### config.mk
export PLATFORM = sky130hd
export DESIGN_NAME = swmf_cell
export DESIGN_NICKNAME = d
export VERILOG_FILES = /design/src/hdl/sliding_window_median_filter_defines.svh /design/src/hdl/swmf_pkg.sv /design/src/hdl/swmf_cell.sv
export SDC_FILE = /design/constraint.sdc
export NUM_CORES = 1
export LEC_CHECK = 0
export ABC_CLOCK_PERIOD_IN_PS = 3900
export BUFFER_PORTS_ARGS = -buffer_cell sky130_fd_sc_hd__buf_2
export CORE_AREA = 4 4 103 95
export CTS_CLUSTER_DIAMETER = 80
export CTS_CLUSTER_SIZE = 10
export DETAILED_ROUTE_END_ITERATION = 10
export DIE_AREA = 0 0 107 99
export HOLD_SLACK_MARGIN = 0.05
export PLACE_DENSITY_LB_ADDON = 0.2
export SYNTH_ARGS = -nofsm -noshare
export SYNTH_HDL_FRONTEND = slang
export SYNTH_SLANG_ARGS = --single-unit
### constraint.sdc
create_clock -name aclk -period 3.9 [get_ports aclk]
set_input_delay 0.195 -clock aclk [delete_from_list [all_inputs] [get_ports aclk]]
set_output_delay 0.195 -clock aclk [all_outputs]
set_load 0.005 [all_outputs]
### src/hdl/sliding_window_median_filter_defines.svh
// ----------------------------------------------------------------------------
// Sliding window median filter: assertion macros
// Shared property shapes for the checks at the end of the top level.
// ----------------------------------------------------------------------------
`ifndef SLIDING_WINDOW_MEDIAN_FILTER_DEFINES_SVH
`define SLIDING_WINDOW_MEDIAN_FILTER_DEFINES_SVH

// condition in this cycle implies a consequence in the next one
`define SWMF_ASSERT_NEXT(lbl, ante, cons, msg) \
    lbl: assert property (@(posedge aclk) disable iff (!aresetn) (ante) |=> (cons)) \
        else $error(msg);

// condition in this cycle implies a consequence in the same cycle
`define SWMF_ASSERT_NOW(lbl, ante, cons, msg) \
    lbl: assert property (@(posedge aclk) disable iff (!aresetn) (ante) |-> (cons)) \
        else $error(msg);

`endif

### src/hdl/swmf_pkg.sv
// ----------------------------------------------------------------------------
// Sliding window median filter package
// Sizes, word types and the structs passed between the sorted cells.
// ----------------------------------------------------------------------------
package swmf_pkg;

    localparam int MAX_WINDOW = 32;
    localparam int MIN_WINDOW = 3;
    localparam int DATA_W     = 32;
    localparam int CFG_W      = 6;
    // window length 3..MAX_WINDOW
    localparam int LEN_W      = $clog2(MAX_WINDOW + 1);
    // sample age 0..MAX_WINDOW-1, also a cell index
    localparam int AGE_W      = $clog2(MAX_WINDOW);

    typedef logic signed [DATA_W-1:0] swmf_word_t;
    typedef logic [AGE_W-1:0]         swmf_age_t;
    typedef logic [LEN_W-1:0]         swmf_len_t;

    // what one cell shows its neighbors
    typedef struct packed {
        logic signed [DATA_W-1:0] val;
        logic [AGE_W-1:0]         age;
        logic                     gt;      // val above the incoming word
        logic                     active;  // cell inside the window
    } swmf_link_t;

    // broadcast to every cell
    typedef struct packed {
        logic                     shift;   // a word is accepted
        logic                     fill;    // load every active cell with the word
        logic signed [DATA_W-1:0] sample;
        logic [LEN_W-1:0]         win_len;
        logic [AGE_W-1:0]         oldest;  // age of the word that leaves
        logic                     rm_gt;   // leaving word is above the new one
    } swmf_ctl_t;

endpackage

### src/hdl/swmf_cell.sv
// ----------------------------------------------------------------------------
// Sorted window cell
// Holds one window word and its age. On each accepted word the row drops
// the oldest entry and inserts the new one, each cell taking its own,
// its left or its right neighbor's entry, or the new word.
// ----------------------------------------------------------------------------
module swmf_cell (
    input  logic                   aclk,
    input  swmf_pkg::swmf_age_t    cell_idx,
    input  swmf_pkg::swmf_ctl_t    ctl,
    input  swmf_pkg::swmf_link_t   left_link,
    input  swmf_pkg::swmf_link_t   right_link,
    input  logic                   rm_below_in,
    output swmf_pkg::swmf_link_t   own_link,
    output logic                   rm_below_out,
    output logic                   rm_gt
);
    import swmf_pkg::*;

    swmf_word_t val_reg, val_next;
    swmf_age_t  age_reg, age_next;
    logic       active, gt, rm, up_gt;

    // local compare and removal flags
    assign active       = swmf_len_t'(cell_idx) < ctl.win_len;
    assign gt           = active && ($signed(val_reg) > $signed(ctl.sample));
    assign rm           = active && (age_reg == ctl.oldest);
    assign rm_below_out = rm_below_in | rm;
    assign rm_gt        = rm & gt;
    // past the window end counts as "above"
    assign up_gt        = !right_link.active || right_link.gt;

    assign own_link = '{val: val_reg, age: age_reg, gt: gt, active: active};

    // insert/delete step
    always_comb begin
        val_next = val_reg;
        age_next = swmf_age_t'(age_reg + 1'b1);
        if (ctl.fill) begin
            val_next = ctl.sample;
            age_next = cell_idx;
        end else if (ctl.rm_gt) begin
            // new word lands at or below the gap: entries up to it move right
            if (!rm_below_in && gt) begin
                if (!left_link.gt) begin
                    val_next = ctl.sample;
                    age_next = '0;
                end else begin
                    val_next = left_link.val;
                    age_next = swmf_age_t'(left_link.age + 1'b1);
                end
            end
        end else begin
            // new word lands at or above the gap: entries from it move left
            if (rm_below_in || rm) begin
                if (!up_gt) begin
                    val_next = right_link.val;
                    age_next = swmf_age_t'(right_link.age + 1'b1);
                end else if (!gt || rm) begin
                    val_next = ctl.sample;
                    age_next = '0;
                end
            end
        end
    end

    // payload only, no reset
    always_ff @(posedge aclk) begin
        if (ctl.shift && active) begin
            val_reg <= val_next;
            age_reg <= age_next;
        end
    end

endmodule

## Word level (Yosys, flattened, before mapping)

Index checks and enable logic that the tools add are counted.

- Register bits: 37
- Output and inout port bits: 41

- Add/sub/neg operators: 3
- Magnitude comparators: 2
- Eq/ne operators: 3
- Muxes and demuxes: 14
- Bitwise logic cells: 2
- Reduce and logical (&&, ||, !) cells: 12

Operators with widths:

| operator | number |
|---|---|
| $mux 32 | 7 |
| $mux 5 | 7 |
| $gt 32x32->1 | 1 |
| $add 5x1->5 const B | 3 |
| $lt 5x6->1 | 1 |
| $eq 5x5->1 | 1 |
| $logic_and 1x1->1 | 4 |
| $ne 4x3->1 const B | 1 |
| $reduce_and 4->1 | 1 |
| $logic_not 1->1 | 3 |
| $logic_or 1x1->1 | 3 |
| $ne 3x1->1 const B | 1 |
| $reduce_bool 3->1 | 1 |
| $and 1x1->1 | 1 |
| $or 1x1->1 | 1 |

## Logic depth before layout (Yosys ltp)

Gate-level depths: netlist of run 1.

- Depth in word-level cells: 9
- Depth in mapped cells: 11
- Mapped depth without buffers: 11

## Least setup slack after synthesis of run 1

No wires, ideal clock.

- Path type: register to register
- Start: reg val_reg[5]
- End: reg val_reg[0], enable pin
- Library setup time: 391 ps
- Arrival: 2,752 ps
- Required time: 3,509 ps
- Path slack: 757 ps
- Stages on the path, launching flop included: 10
- Buffers on the path: 0
- Cells stage by stage: edfxtp_1 ha_1 a21o_1 nand3_1 a21oi_1 o41ai_1 nand2_1 a41o_1 a21oi_2 o21a_1

- Cells in the longest elaborated chain, start to end: 6

RTL lines:

| element | RTL line | source |
|---|---|---|
| start, declared | swmf_cell.sv:20 | `swmf_word_t val_reg, val_next;` |
| start signal, assigned | swmf_cell.sv:70 | `val_reg <= val_next;` |
| $gt 32x32->1 (*) | swmf_cell.sv:26 | `assign gt = active && ($signed(val_reg) > $signed(ctl.sample));` |
| $logic_and 1x1->1 (*) | swmf_cell.sv:26 |  |
| $logic_not 1->1 | swmf_cell.sv:59 | `end else if (!gt \|\| rm) begin` |
| $logic_or 1x1->1 | swmf_cell.sv:59 |  |
| $ne 4x3->1 (no line) | n/a |  |
| $reduce_and 4->1 (no line) (*) | n/a |  |

Every way passes the cells marked *; elsewhere a longest branch is shown, timed or not.
A chain may end at the register's enable or synchronous reset.

## Final worst setup path of run 1

- Start: reg val_reg[13]
- End: reg val_reg[16], enable pin

Same word-level chain as after synthesis.

==> results.cfg, run 1 <==
[detailed_routing]
remaining_drc_errors = 0
drt_first_iter_violations = 164
route.vias.total = 3569
vias_per_cell = 5.15
drt_wl_total_um = 10500
average_wire_per_cell_in_the_routed_design_um = 15.1
antenna_violating_nets_left = 0
drt-pass1-iter-count = 4

[pwr]
internal_power_mw = 0.788
combinational_group_share_of_total_power = 0.344
p_leak_nw = 2.13
total_switching_power_mw = 0.386
peakVddDrop_v = 0.000121
clock_power_share = 0.223
design_power_total_mw = 1.17
power.density_nw_per_um2 = 264
netSwitchingFraction = 0.329
sequentialPowerShare = 0.433

[clocking]
cts_buffers = 5
cts-root-buf = sky130_fd_sc_hd__clkbuf_8
post_cts_hold_buffer_count = 0
tritoncts = done
post_cts_resize_count = 0
clockBufferDepth = 2
worst_skew_pair.late_latency_ps = 290
cts_setup_buffers = 0
cts-htree-levels = 2
tritoncts_num_sinks = 37
clkTransAtPathRegs_ps = 70

[logic_synthesis]
synthesized_instance_count = 417
synth_adder_area_share = 0.143
mux_cell_area_share_after_synthesis = 0
compound_cell_area_share_of_the_yosys_netlist = 0.268
yosys_reg_bits = 37
yosysWarningCount = 0
ys_seq_area_frac = 0.325
netlist-cell-type-count = 44
combinational_family_with_the_most_area_after_synthesis = compound AO/OA/AOI/OAI gates
syn-cell-area_um2 = 3420
synth_edf_count = 37
synthesis.nets = 587
yosys.area_share.xor_xnor = 0.0359
synthesis.area_per_instance_um2 = 8.20
yosys.area_share.simple = 0.151
synth-main-ff-cell = sky130_fd_sc_hd__edfxtp_1
async_s_r_ff_share_synth = 0

[global_routing]
grt_overflow_total = 0
grt_most_used_layer = met2
grt_start_max_net_pins = 64
antenna_found_initial = 0
met1_usage = 0.257
grtUsageTotal = 0.192
grt.met2_usage = 0.330
first_global_vias = 3495
grt_pass1_wl_um = 16600
global_route.usage.met3 = 0.0373

[place]
dp_slack_ps = 611
gp_routability_congestion = 0.792
detailedPlacementHpwl_um = 8290
place.port_buffers = 170

[critical_path]
cp.required_ps = 3900
crit_family = compound AO/OA/AOI/OAI gates
regToRegSetupSlack_ps = 570
worst_path_largest_cell_delay_ps = 620
crit_path_end = val_reg[16]$_DFFE_PP_
worst_setup_ep_type = register
timing.rr.start = val_reg[13]$_DFFE_PP_
critical_path.reg2reg.endpoint = val_reg[16]$_DFFE_PP_
critPathLaunch = val_reg[13]$_DFFE_PP_
nature_of_the_critical_path_startpoint = register
critical_path.slowest_cell = sky130_fd_sc_hd__o41ai_1
crit_fanout = 19
cp_cell_sequence = ha_1 > nand4_1 > or2_1 > a21oi_1 > o41ai_1 > nand2_1 > a41o_1 > a21oi_2 > o21a_2 > buf_12
worst_ep_arrival_time_ps = 3330
worstSetupPathDepth = 10
cp_num_buf_inv = 1
class_of_the_most_critical_setup_path = register to register
reg2reg_path_depth = 10

[run]
cap_violations = 0

[timing]
finalCriticalPeriod_ps = 3330
rsz0062_at_grt = false
final_hold_viol_count = 0
fin_worst_skew_ps = 6.01
timing_worst_slew_pin_value_ps = 861
final-max-slew-violation-count = 0
final-setup-viol-count = 0
timing.final.ws_setup_ps = 572
fin_crit_sh = 0.853
fmax_mhz = 301
timing.max_slew.rel_slack = 0.426
setup-tns-final_ps = 0

[cells_and_area]
num-nets-final = 743
layout-drive-gt1-share = 0.333
num_antenna_cells = 0
syn2layout_area_growth_pct = 30.1
number_of_flip_flops_under_the_largest_register_name = 32
layout_utilization = 0.519

[die]
fp.dieH_um = 99
core.rowCount = 32
start_util = 0.399
design.core.area_um2 = 8570
floorplan.die_area_um2 = 10600
io_pins = 172
die-width_um = 107

[min_path]
min-delay-path-class = input pin to register

[run_status]
run_status = completed
## cell usage in the layout (no fill, tap or decap), types with 2 or more instances in the layout
cell                       instances
sky130_fd_sc_hd__a21o_1            2
sky130_fd_sc_hd__xnor2_1           5
sky130_fd_sc_hd__xor2_1            9
sky130_fd_sc_hd__inv_1            43
sky130_fd_sc_hd__a211oi_1         32
sky130_fd_sc_hd__nor4_1            3
sky130_fd_sc_hd__edfxtp_1         37
sky130_fd_sc_hd__nand3_1          10
sky130_fd_sc_hd__a21oi_1          47
sky130_fd_sc_hd__buf_4             3
sky130_fd_sc_hd__o21ai_0          16
sky130_fd_sc_hd__o22ai_1           3
sky130_fd_sc_hd__a222oi_1          3
sky130_fd_sc_hd__ha_1             39
sky130_fd_sc_hd__o21ai_1          17
sky130_fd_sc_hd__nor2_1           39
sky130_fd_sc_hd__nor2b_1           2
sky130_fd_sc_hd__clkbuf_8          5
sky130_fd_sc_hd__clkinv_1          2
sky130_fd_sc_hd__nor3_1            4
sky130_fd_sc_hd__o31ai_1           4
sky130_fd_sc_hd__nand4_1           8
sky130_fd_sc_hd__nand2_1          40
sky130_fd_sc_hd__a221oi_1          5
sky130_fd_sc_hd__o211ai_1          2
sky130_fd_sc_hd__and2_1            2
sky130_fd_sc_hd__buf_2           170
## per-stage QoR
stage	instance area, um^2	hold WS, ps	instances
global route	4450	201	693
finish	4450	200	693
detailed placement	4370	494	685
CTS	4450	193	693
floorplan	3420	382	417
global placement	4370	487	685
## worst register-to-register path, cell delays in order, from the launching register on
cell                       delay (ps)
sky130_fd_sc_hd__edfxtp_1         400
sky130_fd_sc_hd__ha_1             310
sky130_fd_sc_hd__nand4_1          120
sky130_fd_sc_hd__or2_1            170
sky130_fd_sc_hd__a21oi_1           50
sky130_fd_sc_hd__o41ai_1          620
sky130_fd_sc_hd__nand2_1          200
sky130_fd_sc_hd__a41o_1           270
sky130_fd_sc_hd__a21oi_2          250
sky130_fd_sc_hd__o21a_2           410
sky130_fd_sc_hd__buf_12           230
## power groups by stage
stage          Clock (mW)  Combinational [mW]  Sequential (mW)
2_1_floorplan           0               0.229            0.518
4_1_cts             0.267               0.408            0.509
3_5_place_dp            0               0.406            0.517
3_3_place_gp            0               0.397            0.516
5_1_grt             0.281               0.458            0.513
6_report            0.262               0.403            0.508
## how the worst min path moves through the flow
stage,depth (start not counted),startpoint,to
floorplan,2,ctl[13],val_reg[1]$_DFFE_PP_
global placement,3,ctl[37],val_reg[25]$_DFFE_PP_
detailed placement,3,ctl[32],val_reg[20]$_DFFE_PP_
CTS,3,ctl[15],val_reg[3]$_DFFE_PP_
global route,3,ctl[32],val_reg[20]$_DFFE_PP_
finish,3,ctl[39],val_reg[27]$_DFFE_PP_
## cells in the mapped netlist (2+ instances only)
library cell | n | share of area
sky130_fd_sc_hd__o21ai_1 | 17 | 0.025
sky130_fd_sc_hd__a21o_1 | 2 | 0.0044
sky130_fd_sc_hd__o31ai_1 | 4 | 0.0088
sky130_fd_sc_hd__buf_4 | 2 | 0.0044
sky130_fd_sc_hd__nand2_1 | 40 | 0.044
sky130_fd_sc_hd__clkbuf_1 | 21 | 0.023
sky130_fd_sc_hd__a21oi_1 | 47 | 0.069
sky130_fd_sc_hd__a211oi_1 | 32 | 0.070
sky130_fd_sc_hd__o22ai_1 | 3 | 0.0055
sky130_fd_sc_hd__buf_1 | 2 | 0.0022
sky130_fd_sc_hd__o21ai_0 | 17 | 0.025
sky130_fd_sc_hd__xor2_1 | 9 | 0.023
sky130_fd_sc_hd__nor3_1 | 4 | 0.0059
sky130_fd_sc_hd__nand2b_1 | 2 | 0.0037
sky130_fd_sc_hd__xnor2_1 | 5 | 0.013
sky130_fd_sc_hd__inv_1 | 43 | 0.047
sky130_fd_sc_hd__a221oi_1 | 5 | 0.013
sky130_fd_sc_hd__nand3_1 | 10 | 0.015
sky130_fd_sc_hd__and2_1 | 2 | 0.0037
sky130_fd_sc_hd__nor4_1 | 3 | 0.0055
sky130_fd_sc_hd__edfxtp_1 | 37 | 0.32
sky130_fd_sc_hd__o211ai_1 | 2 | 0.0044
sky130_fd_sc_hd__nor2b_1 | 2 | 0.0037
sky130_fd_sc_hd__ha_1 | 39 | 0.14
sky130_fd_sc_hd__nand4_1 | 8 | 0.015
sky130_fd_sc_hd__nor2_1 | 39 | 0.043
sky130_fd_sc_hd__a222oi_1 | 3 | 0.0088
## cell families (layout without fill, tap and decap cells)
| family | count (synthesis) | count (layout) |
|---|---|---|
| xor+xnor | 14 | 14 |
| flops | 37 | 37 |
| simple gates | 115 | 115 |
| fa+ha+maj | 39 | 39 |
| compound gates | 143 | 143 |
| buf+inv | 69 | 226 |
## cell type report
class	instances	area, um^2
Fill cell	847	4120
Multi-Input combinational cell	311	2050
Sequential cell	37	1110
Timing Repair Buffer	174	893
Inverter	44	165
Tap cell	119	149
Clock buffer	5	68.8
Clock inverter	3	12.5
## layer usage
metal  wire length, um  share of wire
met4                53         0.0051
met3               813          0.077
met5                 0              0
met1              4660           0.44
met2              4970           0.47
(Power assumes the default switching activity.)
==> run 2: changes to the inputs <==
--- a/config.mk
+++ b/config.mk
@@ -7,11 +7,11 @@
 export LEC_CHECK = 0
 export ABC_CLOCK_PERIOD_IN_PS = 3900
 export BUFFER_PORTS_ARGS = -buffer_cell sky130_fd_sc_hd__buf_2
-export CORE_AREA = 4 4 103 95
+export CORE_AREA = 4 4 95 88
 export CTS_CLUSTER_DIAMETER = 80
 export CTS_CLUSTER_SIZE = 10
 export DETAILED_ROUTE_END_ITERATION = 10
-export DIE_AREA = 0 0 107 99
+export DIE_AREA = 0 0 99 92
 export HOLD_SLACK_MARGIN = 0.05
 export PLACE_DENSITY_LB_ADDON = 0.2
 export SYNTH_ARGS = -nofsm -noshare
==> run 2 against run 1 <==
  * Largest power group unchanged
  * Via count is 2.7% higher
  * Utilization is 7.7 points higher
  * Clock power about the same
  * Final cell count decreased by 3.3%
  * Wire length is 3.4% higher
==> results.cfg, run 2 (synthesis gave the netlist of run 1 again) <==
[detailed_routing]
antenna_violating_nets_left = 0
drt-pass1-iter-count = 5
average_wire_per_cell_in_the_routed_design_um = 16.2
drt_wl_total_um = 10900
remaining_drc_errors = 0
route.vias.total = 3667
drt_first_iter_violations = 182
vias_per_cell = 5.47

[place]
place.port_buffers = 170
detailedPlacementHpwl_um = 8360
post_dp_cell_area_um2 = 4330
gp_routability_congestion = 0.844
dp_slack_ps = 706

[critical_path]
regToRegSetupSlack_ps = 710
cp_num_buf_inv = 1
cp_cell_sequence = ha_1 > nand4_1 > nor4_1 > nand2_1 > o211a_2 > a41o_1 > a21oi_2 > o21a_1 > buf_4
crit_path_end = val_reg[20]$_DFFE_PP_
reg2reg_path_depth = 9
worst_ep_arrival_time_ps = 3160
worst_setup_ep_type = register
critical_path.slowest_cell = sky130_fd_sc_hd__nor4_1
worst_path_largest_cell_delay_ps = 550
cp.required_ps = 3860
crit_family = simple AND/OR/NAND/NOR gates
critPathLaunch = val_reg[31]$_DFFE_PP_
worstSetupPathDepth = 9
nature_of_the_critical_path_startpoint = register
critical_path.reg2reg.endpoint = val_reg[20]$_DFFE_PP_
timing.rr.start = val_reg[31]$_DFFE_PP_
crit_fanout = 24
class_of_the_most_critical_setup_path = register to register

[die]
die-width_um = 99
fp.dieH_um = 92
io_pins = 172
design.core.area_um2 = 7390
start_util = 0.462
floorplan.die_area_um2 = 9110
core.rowCount = 30

[clocking]
cts_setup_buffers = 0
post_cts_hold_buffer_count = 0
post_cts_resize_count = 0
worst_skew_pair.late_latency_ps = 290
tritoncts = done
clockBufferDepth = 2
tritoncts_num_sinks = 37
clkTransAtPathRegs_ps = 70
cts-htree-levels = 2
cts_buffers = 5
cts-root-buf = sky130_fd_sc_hd__clkbuf_8

[timing]
timing_worst_slew_pin_value_ps = 872
rsz0062_at_grt = false
setup-tns-final_ps = 0
final-max-slew-violation-count = 0
timing.max_slew.rel_slack = 0.419
final-setup-viol-count = 0
finalCriticalPeriod_ps = 3190
final_hold_viol_count = 0
fmax_mhz = 313
timing.final.ws_setup_ps = 705
fin_worst_skew_ps = 7.10
fin_crit_sh = 0.819

[pwr]
p_leak_nw = 2.12
peakVddDrop_v = 0.000133
power.density_nw_per_um2 = 266

[cells_and_area]
layout-drive-gt1-share = 0.331
num-nets-final = 744
syn2layout_area_growth_pct = 28.9
number_of_flip_flops_under_the_largest_register_name = 32
commonest_non_fill_non_tap_cells_in_the_layout = 170 x sky130_fd_sc_hd__buf_2, 47 x sky130_fd_sc_hd__a21oi_1, 43 x sky130_fd_sc_hd__inv_1
final_cell_area_um2 = 4410
num_antenna_cells = 0
layout_commonest_cell = sky130_fd_sc_hd__buf_2

[global_routing]
first_global_vias = 3642
grtUsageTotal = 0.229
grt_overflow_total = 0
antenna_found_initial = 0
grt_start_max_net_pins = 54
grt_pass1_wl_um = 16900

[min_path]
min-delay-path-class = input pin to register

[run_status]
run_status = completed

[run]
cap_violations = 0
[run 2: layout make-up]
cell class | instances | area [um^2]
Fill cell | 688 | 2990
Multi-Input combinational cell | 311 | 2050
Sequential cell | 37 | 1110
Timing Repair Buffer | 175 | 888
Inverter | 44 | 165
Tap cell | 96 | 120
Clock buffer | 6 | 72.6
Clock inverter | 1 | 3.75
[run 2: power by group]
group	switching, mW	internal (mW)
registers	0.0230	0.486
logic	0.225	0.181
clock network	0.139	0.121
[run 2: per-layer routing]
layer / vias up / GRT usage / routed length (um)
li1: 1833 / - / -
met1: 1681 / 0.289 / 4610
met2: 142 / 0.400 / 5280
met3: 11 / 0.0487 / 869
met4: 0 / 0.0489 / 93
met5: - / 0 / 0
[run 2: through the flow]
stage | hold WS (ps) | cells | util | power, mW
final | 194 | 670 | 0.596 | 1.17
after global routing | 203 | 670 | 0.596 | 1.24
after CTS | 193 | 670 | 0.596 | 1.18
after detailed placement | 492 | 663 | 0.586 | 0.923
after global placement | 484 | 663 | 0.586 | 0.909
after floorplan | 382 | 417 | - | 0.748
[run 2: worst min path at each step]
stage             from                    end  slack, ps  cells past startpoint
6_report       ctl[40]  val_reg[28]$_DFFE_PP_        190                      3
5_1_grt        ctl[26]  val_reg[14]$_DFFE_PP_        200                      3
4_1_cts        ctl[15]   val_reg[3]$_DFFE_PP_        190                      3
3_5_place_dp   ctl[40]  val_reg[28]$_DFFE_PP_        490                      3
3_3_place_gp   ctl[43]  val_reg[31]$_DFFE_PP_        480                      3
2_1_floorplan  ctl[13]   val_reg[1]$_DFFE_PP_        380                      2
[run 2: worst register-to-register path, delay by kind of cell (launching register included)]
| kind | cells | cell delay (ps) |
|---|---|---|
| AND/OR/NAND/NOR | 3 | 880 |
| adder cells (fa/ha/maj) | 1 | 390 |
| AO/OA/AOI/OAI | 4 | 870 |
| flip-flops | 1 | 410 |
| buffers and inverters | 1 | 330 |
