[config.mk]
export PLATFORM = sky130hd
export DESIGN_NAME = swmf_median
export DESIGN_NICKNAME = d
export VERILOG_FILES = /design/src/hdl/sliding_window_median_filter_defines.svh /design/src/hdl/swmf_pkg.sv /design/src/hdl/swmf_median.sv
export SDC_FILE = /design/constraint.sdc
export NUM_CORES = 1
export LEC_CHECK = 0
export ABC_AREA = 1
export BUFFER_PORTS_ARGS = -buffer_cell sky130_fd_sc_hd__buf_2
export CAP_MARGIN = 40
export CELL_PAD_IN_SITES_DETAIL_PLACEMENT = 1
export CELL_PAD_IN_SITES_GLOBAL_PLACEMENT = 2
export CORE_AREA = 3 3 416 418
export DETAILED_ROUTE_END_ITERATION = 10
export DIE_AREA = 0 0 419 421
export PLACE_DENSITY_LB_ADDON = 0.1
export SYNTH_ARGS = -nofsm -noshare
export SYNTH_HDL_FRONTEND = slang
export SYNTH_SLANG_ARGS = --single-unit
[constraint.sdc]
create_clock -name aclk -period 13.8 [get_ports aclk]
set_input_delay 0.69 -clock aclk [delete_from_list [all_inputs] [get_ports aclk]]
set_output_delay 0.69 -clock aclk [all_outputs]
set_load 0.01 [all_outputs]
[src/hdl/sliding_window_median_filter_defines.svh]
// ----------------------------------------------------------------------------
// Sliding window median filter: assertion macros
// Shared property shapes for the checks at the end of the top level.
// ----------------------------------------------------------------------------
`ifndef SLIDING_WINDOW_MEDIAN_FILTER_DEFINES_SVH
`define SLIDING_WINDOW_MEDIAN_FILTER_DEFINES_SVH

// condition in this cycle implies a consequence in the next one
`define SWMF_ASSERT_NEXT(lbl, ante, cons, msg) \
    lbl: assert property (@(posedge aclk) disable iff (!aresetn) (ante) |=> (cons)) \
        else $error(msg);

// condition in this cycle implies a consequence in the same cycle
`define SWMF_ASSERT_NOW(lbl, ante, cons, msg) \
    lbl: assert property (@(posedge aclk) disable iff (!aresetn) (ante) |-> (cons)) \
        else $error(msg);

`endif

[src/hdl/swmf_pkg.sv]
// ----------------------------------------------------------------------------
// Sliding window median filter package
// Sizes, word types and the structs passed between the sorted cells.
// ----------------------------------------------------------------------------
package swmf_pkg;

    localparam int MAX_WINDOW = 32;
    localparam int MIN_WINDOW = 3;
    localparam int DATA_W     = 32;
    localparam int CFG_W      = 6;
    // window length 3..MAX_WINDOW
    localparam int LEN_W      = $clog2(MAX_WINDOW + 1);
    // sample age 0..MAX_WINDOW-1, also a cell index
    localparam int AGE_W      = $clog2(MAX_WINDOW);

    typedef logic signed [DATA_W-1:0] swmf_word_t;
    typedef logic [AGE_W-1:0]         swmf_age_t;
    typedef logic [LEN_W-1:0]         swmf_len_t;

    // what one cell shows its neighbors
    typedef struct packed {
        logic signed [DATA_W-1:0] val;
        logic [AGE_W-1:0]         age;
        logic                     gt;      // val above the incoming word
        logic                     active;  // cell inside the window
    } swmf_link_t;

    // broadcast to every cell
    typedef struct packed {
        logic                     shift;   // a word is accepted
        logic                     fill;    // load every active cell with the word
        logic signed [DATA_W-1:0] sample;
        logic [LEN_W-1:0]         win_len;
        logic [AGE_W-1:0]         oldest;  // age of the word that leaves
        logic                     rm_gt;   // leaving word is above the new one
    } swmf_ctl_t;

endpackage

[src/hdl/swmf_median.sv]
// ----------------------------------------------------------------------------
// Median select stage
// Picks the middle cell of the sorted row, or averages the two middle
// cells for an even window (floor of the 33-bit sum halved).
// ----------------------------------------------------------------------------
module swmf_median (
    input  logic                  aclk,
    input  logic                  load,
    input  swmf_pkg::swmf_len_t   win_len,
    input  swmf_pkg::swmf_word_t  vals [swmf_pkg::MAX_WINDOW],
    output swmf_pkg::swmf_word_t  median
);
    import swmf_pkg::*;

    swmf_age_t             mid_idx, lo_idx;
    swmf_word_t            v_hi, v_lo, median_reg, median_next;
    logic signed [DATA_W:0] pair_sum;

    // middle index is n/2; lower neighbor only used for even n (n >= 4)
    assign mid_idx  = swmf_age_t'(win_len >> 1);
    assign lo_idx   = swmf_age_t'(mid_idx - 1'b1);
    assign v_hi     = vals[mid_idx];
    assign v_lo     = vals[lo_idx];
    assign pair_sum = {v_lo[DATA_W-1], v_lo} + {v_hi[DATA_W-1], v_hi};

    always_comb begin
        if (win_len[0]) begin
            median_next = v_hi;
        end else begin
            median_next = pair_sum[DATA_W:1];
        end
    end

    always_ff @(posedge aclk) begin
        if (load) begin
            median_reg <= median_next;
        end
    end

    assign median = median_reg;

endmodule

# Word-level counts from Yosys, hierarchy flattened
# Cells that the tools add are included.
[totals]
reg_bits = 32
input_bits = 1032
output_inout_bits = 32
[op_classes]
muxes = 7
magnitude_cmp = 2
n_bitwise = 2
add_sub_neg = 2
[ops]
columns = ["operator", "count"]
rows = [
  ["$bmux 32 s5", 2],
  ["$mux 32", 5],
  ["$add 32x32->33", 1],
  ["$ge 6x6->1 const B", 2],
  ["$not 5->6", 2],
  ["$sub 5x1->5 const B", 1],
]

# Depth between registers and ports, before layout
# Gate-level depths: netlist of run 1.
[depth]
word_depth = 7
ltp_mapped = 31

# Worst setup path after synthesis of run 1
# Ideal clock, no wire load.
[synth_timing]
path_kind = "input to register"
startpoint = "input port win_len[1]"
endpoint = "register median_reg[27] (netlist: median[27]) (data pin)"
setup_ns = 0.253
required_time_ns = 13.547
arrival_time_ns = 4.945
stages = 27
path_slack_ns = 8.602
cell_sequence = "inv_2 -> buf_2 -> buf_2 -> buf_2 -> buf_2 -> clkbuf_1 -> ha_1 -> inv_1 -> buf_2 -> buf_2 -> clkbuf_1 -> clkbuf_1 -> o211ai_1 -> o211ai_1 -> nand3_1 -> nand2_1 -> ha_1 -> a21oi_1 -> o21ai_1 -> a21oi_1 -> o21ai_1 -> nand3_1 -> nand3_1 -> a21o_1 -> or2_2 -> nand3_1 -> nand2_1"
[synth_between]
elab_chain_cells = 7
word_cells_on_any_way = 11
[synth_rtl]
columns = ["item", "line_no", "source"]
rows = [
  ["from (decl)", "swmf_median.sv:9", "input swmf_pkg::swmf_len_t win_len,"],
  ["$sub 5x1->5", "swmf_median.sv:21", "assign lo_idx = swmf_age_t'(mid_idx - 1'b1);"],
  ["$not 5->6 (implied by the code)", "swmf_median.sv:23", "assign v_lo = vals[lo_idx];"],
  ["$bmux 32 s5", "swmf_median.sv:23", ""],
  ["$mux 32 (implied by the code) (2 in series)", "swmf_median.sv:23", ""],
  ["$add 32x32->33", "swmf_median.sv:24", "assign pair_sum = {v_lo[DATA_W-1], v_lo} + {v_hi[DATA_W-1], v_hi};"],
  ["$mux 32 (*)", "swmf_median.sv:27", "if (win_len[0]) begin"],
  ["via median_next[27]", "swmf_median.sv:16", "swmf_word_t v_hi, v_lo, median_reg, median_next;"],
  ["to (signal assigned)", "swmf_median.sv:36", "median_reg <= median_next;"],
  ["to (decl)", "swmf_median.sv:16", ""],
]
# Mark *: on every way through the listed nets, which the timed path passes. The rest lies on a longest branch. The select of a mux whose other input is x is not followed.
# A chain may end at the register's enable or synchronous reset.

# Worst setup path after layout of run 1
[layout_timing]
startpoint = "input port win_len[1]"
endpoint = "register median_reg[25] (netlist: median[25]) (data pin)"
# Same word-level chain as after synthesis.

==> results of run 1 <==
==> report_power, final <==
part	total [mW]	switching (mW)	internal (mW)	leakage, nW
Combinational	1.50	1.02	0.472	12.9
Clock	0.140	0.0548	0.0853	0.0812
Sequential	0.155	0.0174	0.138	0.313
==> logic make-up (layout without fill, tap and decap cells) <==
logic type	Yosys count	in the layout	synth area share [%]
DFF	32	32	4.28
and+or+nand+nor	1314	1314	24.1
AOI/OAI and AO/OA	2187	2187	52.8
xor gates and xnor gates	17	17	0.746
other	0	54	0
buffers and inverters	895	1587	16.2
adders and majority gates	33	33	1.87
==> stage by stage <==
step | instance area [sq um] | hold slack, ps | setup slack (ps)
detailed placement | 29400 | 1100 | 6710
global placement | 29300 | 1160 | 6780
floorplan | 22500 | 802 | 8600
global route | 29600 | 781 | 6530
CTS | 29600 | 777 | 7060
finish | 29700 | 775 | 7220
==> area by class of cell <==
class	instances	area share, %
Antenna cell	54	0.455
Clock buffer	6	0.434
Clock inverter	2	0.118
Inverter	454	5.88
Multi-Input combinational cell	3551	60.4
Sequential cell	32	3.24
Tap cell	2218	9.35
Timing Repair Buffer	1125	20.2
==> placed cells by master, fill, tap and decap left out, types with 32 or more instances in the layout <==
master / Yosys / routed
edfxtp_1: 32 / 32
buf_4: 19 / 46
inv_1: 449 / 446
a31oi_1: 36 / 36
o211ai_1: 332 / 332
o21ai_0: 822 / 822
buf_2: 153 / 1063
a21oi_1: 966 / 966
nand2_1: 499 / 498
nor2_1: 454 / 454
diode_2: 0 / 54
nand3_1: 330 / 330
==> how the worst max path moves through the flow <==
stage	start	end	slack (ps)	depth (start not counted)
6_report	win_len[1]	median[25]	7220	21
5_1_grt	win_len[1]	median[25]	6530	21
4_1_cts	win_len[2]	median[27]	7060	21
3_5_place_dp	win_len[2]	median[27]	6710	21
3_3_place_gp	win_len[2]	median[27]	6780	21
2_1_floorplan	win_len[1]	median[27]	8600	27
==> critical path: stages <==
cell and delay, ps:
buf_8 220, buf_4 540, buf_12 550, buf_4 690, buf_4 760, o21ai_0 210
o21ai_0 210, a21oi_1 90, o21ai_0 400, nor2_1 80, a31oi_1 250, ha_1 280
nand2_1 150, nor2_1 140, inv_1 60, nor3_1 410, nand3_1 140, nand3_1 190
a21oi_1 110, or2_2 280, a31oi_1 120
==> layer usage <==
metal	part of all wire, %	wire, um
met3	3.0	6440
met5	0.052	111
met2	52	110000
met1	42	89600
met4	2.8	5960
==> reports/metrics.csv, run 1 <==
stage,metric,value,unit
clocking,CTS Sinks,32,
min_path,worst hold path cell count,1,
yosys,cells after synthesis,4478,
flow_run,max-cap violations,0,
global_routing,met2 track demand over resource,42.8,%
yosys,"EDFF count, synth",32,
min_path,hold wc startpoint,load,
yosys,Area contributors post-synth,"a21oi_1, o21ai_0, o211ai_1",
clocking,setup bufs post-CTS,0,
timing,RSZ-0062 raised after global routing,false,
cells_and_area,fraction of layout cells with a size suffix above 1,22.5,%
clocking,Hold Buf Count CTS,0,
placed_design,port buffer count,1063,
floorplanning,core region area,0.169,sq mm
placed_design,dpl hpwl,168000,um
floorplanning,DIE AREA,0.176,sq mm
timing,Slew HR,36.6,%
global_routing,initial antenna violation count,132,
cells_and_area,area grow syn2layout,32.1,%
global_routing,busiest grt layer,met2,
yosys,"Net Count, Synth",5543,
timing,Fin. Hold Viols,0,
setup_path,CP endpoint kind,flop,
clocking,"Reg clk slew, reported paths",70,ps
timing,Max Transition Viols Final,0,
yosys,mapped cell area,0.0225,sq mm
global_routing,first-pass GRT wire length,291000,um
cells_and_area,max reg flops,32,
setup_path,critical path class,in2reg,
yosys,part of the Yosys area used for sequential elements,4.28,%
yosys,post-synthesis async set-or-reset flop share,0,%
min_path,Hold Crit Endpoint,median[18],
clocking,CTS H-Tree Depth,2,
cells_and_area,footprint of the multi-input gates,0.0179,sq mm
setup_path,Startpoint Class,input port,
yosys,Mean Syn Cell Area,5.02,sq um
outcome,status,finished clean,
floorplanning,Initial Util,13.3,%
clocking,TritonCTS clock tree,built,
cells_and_area,Reg area,961,sq um
clocking,post-cts sizing count,0,
setup_path,CP max FO,150,
yosys,area fraction of the dominant cell type after synthesis,21.5,%
global_routing,largest net degree at the start of global routing,198,
floorplanning,DIE HEIGHT,421,um
cells_and_area,final core occ,17.5,%
placed_design,routability cong.,0.850,
global_routing,met3 usage in global routing,1.98,%
yosys,Synth Warn #,0,
routing,Via density,4.75,
pwr,power per cell area,60.3,mW/mm^2
global_routing,GR Overflow Total,0,
timing,final setup fails,0,
timing,Tcrit/Tclk final,47.7,%
yosys,post-synth top area cell,a21oi_1,
yosys,Yosys reg bits,32,
placed_design,DP Cell Count,7380,
cells_and_area,nets,6234,
routing,WL final,212000,um
global_routing,met1 global-route usage,27.6,%
clocking,Num CTS Buffers,5,
timing,Setup TNS Final,0,ps
floorplanning,Std-Cell Rows,151,
timing,minimum clock period,6580,ps
pwr,peak supply drop,0.0637,mV
global_routing,GRT Overall Usage,22.9,%
yosys,post-synth cell types,39,
global_routing,vias in the first global route,36400,
yosys,"count leader, synth",a21oi_1,
routing,length of the first detailed-routing pass in iterations,5,
setup_path,crit path DAT,6740,ps
cells_and_area,fill count,21800,
routing,ANT nets after route,0,
routing,drc violations,0,
timing,fmax,0.152,GHz
pwr,total leakage power,13.3,nW
clocking,Max clock buf depth,2,
floorplanning,Die X,419,um
yosys,Commonest cells post-synth,"a21oi_1, o21ai_0, nand2_1, nor2_1, inv_1",
min_path,Hold WC Path Type,in2reg,
routing,Routed wire per std cell,28.5,um
pwr,Power Total,1.79,mW
yosys,Main synth FF type,edfxtp_1,
routing,Iteration-0 DRC Markers,2325,
timing,Least-Margin Pin Slew,950,ps
cells_and_area,post-route insts no fill,7442,
routing,via count,35400,
setup_path,Worst Path Required,13950,ps
floorplanning,io pins,1064,
clocking,CTS root buf,clkbuf_16,
Note: power is estimated with default switching activity, not from simulation.
==> run 2, diff against run 1 <==
- CORE_AREA: 3 3 416 418 -> 3 3 409 411
- DIE_AREA: 0 0 419 421 -> 0 0 412 414
- clock period: 13.8 -> 6.5 ns (I/O delays scaled with it)
==> reports/metrics.csv, run 2 (same netlist as run 1, synthesis figures left out) <==
stage,metric,value,unit
timing,Slew HR,38.8,%
cells_and_area,fraction of layout cells with a size suffix above 1,22.9,%
placed_design,routability cong.,0.868,
routing,length of the first detailed-routing pass in iterations,5,
global_routing,first-pass GRT wire length,291000,um
timing,Tcrit/Tclk final,76.2,%
clocking,Max clock buf depth,2,
timing,fmax,0.202,GHz
cells_and_area,area grow syn2layout,33.6,%
global_routing,GR Overflow Total,0,
cells_and_area,"commonest non-fill, non-tap cell in the layout",buf_2,
routing,ANT nets after route,0,
floorplanning,io pins,1064,
timing,Final WS setup,1550,ps
floorplanning,DIE AREA,0.171,sq mm
clocking,TritonCTS clock tree,built,
timing,Max Transition Viols Final,0,
timing,RSZ-0062 raised after global routing,false,
pwr,peak supply drop,0.0964,mV
placed_design,port buffer count,1063,
cells_and_area,fill count,21300,
cells_and_area,most frequent cells in the layout,"buf_2, a21oi_1, o21ai_0, nand2_1, nor2_1",
routing,Routed wire per std cell,28.6,um
clocking,setup bufs post-CTS,0,
timing,Fin. Hold Viols,0,
timing,Least-Margin Pin Slew,918,ps
cells_and_area,nets,6259,
min_path,Hold Crit Endpoint,median[10],
clocking,post-cts sizing count,0,
clocking,CTS root buf,clkbuf_16,
placed_design,dpl hpwl,172000,um
routing,via count,35400,
min_path,hold wc startpoint,win_len[0],
global_routing,GRT Overall Usage,23.7,%
clocking,Num CTS Buffers,5,
routing,WL final,213000,um
setup_path,Startpoint Class,input port,
routing,Via density,4.76,
global_routing,vias in the first global route,36400,
clocking,CTS Sinks,32,
global_routing,largest net degree at the start of global routing,180,
floorplanning,Initial Util,13.7,%
floorplanning,Die X,412,um
routing,drc violations,0,
pwr,total leakage power,13.5,nW
pwr,power per cell area,129,mW/mm^2
cells_and_area,max reg flops,32,
clocking,CTS H-Tree Depth,2,
min_path,worst hold path cell count,2,
clocking,"Reg clk slew, reported paths",60,ps
timing,minimum clock period,4950,ps
setup_path,CP endpoint kind,flop,
clocking,Hold Buf Count CTS,0,
floorplanning,Std-Cell Rows,149,
setup_path,critical path class,in2reg,
floorplanning,core region area,0.164,sq mm
setup_path,CP max FO,63,
cells_and_area,post-route cell area,0.0300,sq mm
placed_design,Setup WS pre-CTS,1160,ps
placed_design,placed inst area,0.0297,sq mm
setup_path,Worst Path Required,6640,ps
floorplanning,DIE HEIGHT,414,um
outcome,status,finished clean,
timing,Setup TNS Final,0,ps
setup_path,crit path DAT,5100,ps
pwr,Power Total,3.86,mW
flow_run,max-cap violations,0,
global_routing,initial antenna violation count,118,
min_path,Hold WC Path Type,in2reg,
timing,final setup fails,0,
routing,Iteration-0 DRC Markers,2259,
[run 2: cell types whose count changed in the layout (fill, tap and decap cells not counted), sizes merged]
cell and delta:
diode -1, buf +25
[run 2: per-layer routing]
layer | vias to the layer above | global-route usage [%] | wire length [um]
met4 | 50 | 4.21 | 3770
met5 | - | 0 | 307
met1 | 17100 | 28.8 | 89800
li1 | 17100 | - | -
met3 | 196 | 2.89 | 8910
met2 | 969 | 44.2 | 110000
[run 2: power breakdown]
part / switching, mW / total, mW / internal, mW
clock: 0.117 / 0.298 / 0.181
combinational: 2.21 / 3.25 / 1.04
sequential: 0.0203 / 0.312 / 0.291
total: 2.35 / 3.86 / 1.51
[run 2: layout make-up]
class	instances	area (sq um)	share of cell area, %
well taps	2189	2740	9.12
inverters	454	1750	5.82
flip-flops and latches	32	961	3.20
multi-input cells	3551	17900	59.7
clock buffers	6	129	0.429
diodes	53	133	0.442
clock inverters	2	35.0	0.117
repair buffers	1150	6360	21.2
[run 2: through the flow]
stage	hold slack, ps	instances	utilization [%]
after detailed placement	795	7376	18.1
after global routing	517	7402	18.2
final	495	7437	18.3
after global placement	796	7369	18.0
after floorplan	437	4478	-
after CTS	478	7384	18.2
[run 2: how the worst max path moves through the flow]
stage                            end  cells past startpoint  slack (ps)       start
after floorplan           median[27]                     27        1670  win_len[1]
after global placement    median[27]                     22         820  win_len[1]
after detailed placement  median[17]                     17        1160  win_len[1]
after CTS                 median[17]                     17        1470  win_len[1]
after global routing      median[27]                     23        1220  win_len[1]
final                     median[17]                     17        1550  win_len[1]
[run 2: critical path: stages]
cell and delay, ps:
buf_8 160, inv_8 400, ha_4 340, inv_8 370, buf_4 420, o21ai_0 150, o211ai_1 260, nand3_1 350
nand2_1 270, ha_1 260, nand2_1 140, nor4_1 620, a21oi_1 250, inv_1 140, a21oi_1 80, or2_2 280
a31oi_1 140
==> run 3, diff against run 2 <==
- ABC_AREA: 1 -> 0
- CORE_AREA: 3 3 409 411 -> 3 3 415 417
- DIE_AREA: 0 0 412 414 -> 0 0 418 420
- clock period: 6.5 -> 4.8 ns (I/O delays scaled with it)
==> reports/metrics.csv, run 3 <==
stage,metric,value,unit
clocking,Max clock buf depth,2,
timing,fmax,0.216,GHz
min_path,worst hold path cell count,1,
routing,drc violations,0,
clocking,CTS root buf,clkbuf_16,
placed_design,dpl hpwl,153000,um
timing,minimum clock period,4640,ps
setup_path,CP max FO,11,
timing,Setup TNS Final,0,ps
timing,Tcrit/Tclk final,96.6,%
global_routing,initial antenna violation count,204,
placed_design,port buffer count,1063,
clocking,CTS Sinks,32,
pwr,peak supply drop,0.115,mV
yosys,area fraction of the dominant cell type after synthesis,75.4,%
yosys,cells after synthesis,1225,
yosys,mapped cell area,0.0190,sq mm
cells_and_area,fraction of layout cells with a size suffix above 1,85.9,%
yosys,Yosys reg bits,32,
yosys,post-synthesis async set-or-reset flop share,0,%
timing,Slew HR,36.5,%
cells_and_area,final core occ,17.4,%
yosys,part of the Yosys area used for sequential elements,5.06,%
yosys,post-synth cell types,61,
timing,Least-Margin Pin Slew,952,ps
global_routing,GRT Overall Usage,18.8,%
yosys,Commonest cells post-synth,"mux4_2, clkbuf_1, mux2_2, nand2_1, buf_2",
pwr,power per cell area,205,mW/mm^2
routing,Via density,4.59,
routing,WL final,174000,um
yosys,"Net Count, Synth",2290,
routing,ANT nets after route,0,
yosys,Area contributors post-synth,"mux4_2, edfxtp_1, mux2_2",
yosys,Main synth FF type,edfxtp_1,
floorplanning,Die X,418,um
yosys,Synth Warn #,0,
yosys,Mean Syn Cell Area,15.5,sq um
global_routing,vias in the first global route,22500,
timing,Max Transition Viols Final,0,
setup_path,Worst Path Required,4860,ps
timing,Fin. Hold Viols,0,
setup_path,crit path DAT,4700,ps
cells_and_area,footprint of the multi-input gates,0.0174,sq mm
routing,Iteration-0 DRC Markers,1580,
placed_design,Setup WS pre-CTS,-607,ps
min_path,Hold Crit Endpoint,median[29],
outcome,status,finished clean,
routing,length of the first detailed-routing pass in iterations,5,
placed_design,routability cong.,0.886,
setup_path,critical path class,in2reg,
cells_and_area,"commonest non-fill, non-tap cell in the layout",buf_2,
timing,RSZ-0062 raised after global routing,false,
clocking,CTS H-Tree Depth,2,
setup_path,CP endpoint kind,flop,
timing,final setup fails,0,
timing,final hold slack,429,ps
min_path,Hold WC Path Type,in2reg,
floorplanning,io pins,1064,
timing,Final WS setup,164,ps
floorplanning,core region area,0.169,sq mm
cells_and_area,Reg area,961,sq um
routing,Routed wire per std cell,37.3,um
yosys,"EDFF count, synth",32,
yosys,post-synth top area cell,mux4_2,
clocking,"Reg clk slew, reported paths",60,ps
yosys,"count leader, synth",mux4_2,
pwr,total leakage power,11.5,nW
clocking,Hold Buf Count CTS,0,
flow_run,max-cap violations,0,
clocking,TritonCTS clock tree,built,
floorplanning,DIE HEIGHT,420,um
cells_and_area,post-route cell area,0.0295,sq mm
global_routing,largest net degree at the start of global routing,88,
min_path,hold wc startpoint,load,
placed_design,placed inst area,0.0287,sq mm
global_routing,GR Overflow Total,0,
cells_and_area,area grow syn2layout,55.3,%
cells_and_area,nets,3448,
routing,via count,21400,
floorplanning,Std-Cell Rows,151,
clocking,Num CTS Buffers,5,
floorplanning,DIE AREA,0.176,sq mm
setup_path,Startpoint Class,input port,
cells_and_area,fill count,19400,
floorplanning,Initial Util,11.2,%
global_routing,first-pass GRT wire length,223000,um
cells_and_area,most frequent cells in the layout,"buf_2, mux4_2, buf_4, mux2_2, nand2_1",
cells_and_area,max reg flops,32,
## run 3: cell count changes after synthesis, sizes merged, moves of 418 or more
cell   delta
o21ai   -813
nand2   -469
mux4    +636
nor2    -418
a21oi   -927
inv     -444
## run 3: layout make-up
cell class                 count  area share [%]
timing repair buffer        1315            27.2
clock inverter                 1          0.0127
antenna                       64           0.543
inverter                      10           0.127
multi-input combinational   1019            59.0
clock buffer                   7           0.450
tap                         2218            9.41
sequential                    32            3.26
## run 3: routing by layer
| layer | vias to the layer above | wire length (um) | GRT usage (%) |
|---|---|---|---|
| li1 | 8191 | - | - |
| met1 | 11600 | 70000 | 23.3 |
| met2 | 1190 | 89500 | 33.8 |
| met3 | 334 | 10200 | 3.93 |
| met4 | 56 | 3870 | 3.22 |
| met5 | - | 370 | 0 |
## run 3: cell families after synthesis
group                      after synthesis  synth area share [%]
muxes                                  706                  79.5
AOI/OAI and AO/OA                      134                  4.89
xor gates and xnor gates                28                  1.43
adders and majority gates               33                  2.21
buffers and inverters                  174                  3.80
DFF                                     32                  5.06
and+or+nand+nor                        118                  3.09
## run 3: critical path: stages
cell       delay, ps
buf_8             80
buf_6            170
buf_16           170
buf_16           180
buf_16           180
clkbuf_16        210
mux4_2           530
mux4_2           500
mux2_2           320
ha_1             440
and4_1           270
o21ai_0          120
a211oi_1         260
buf_4            180
o21ai_1           90
and3b_1          190
xor2_1           140
a21oi_1          360
## run 3: worst max-delay path by stage
stage	startpoint	to	slack (ps)	cells after the start
final	win_len[1]	median[25]	160	18
after CTS	win_len[1]	median[27]	10	19
after detailed placement	win_len[1]	median[28]	-610	18
after global placement	win_len[1]	median[28]	-610	18
after global routing	win_len[1]	median[26]	3	20
after floorplan	win_len[1]	median[26]	2	18
## run 3: timing repair
action	4_1_cts	5_1_grt
setup endpoints to repair	3	11
gates cloned	3	7
resized for setup	14	24
buffers inserted	0	6
pin swaps	0	3
## run 3: per-stage QoR
stage	cells	power (mW)
finish	4666	6.05
global route	4625	6.49
CTS	4589	6.16
detailed placement	4578	5.74
global placement	4575	5.75
floorplan	1225	3.09
## run 3: where the power goes
part	total [mW]	internal, mW	switching (mW)
sequential	0.459	0.426	0.0339
clock	0.337	0.192	0.145
combinational	5.25	2.65	2.60
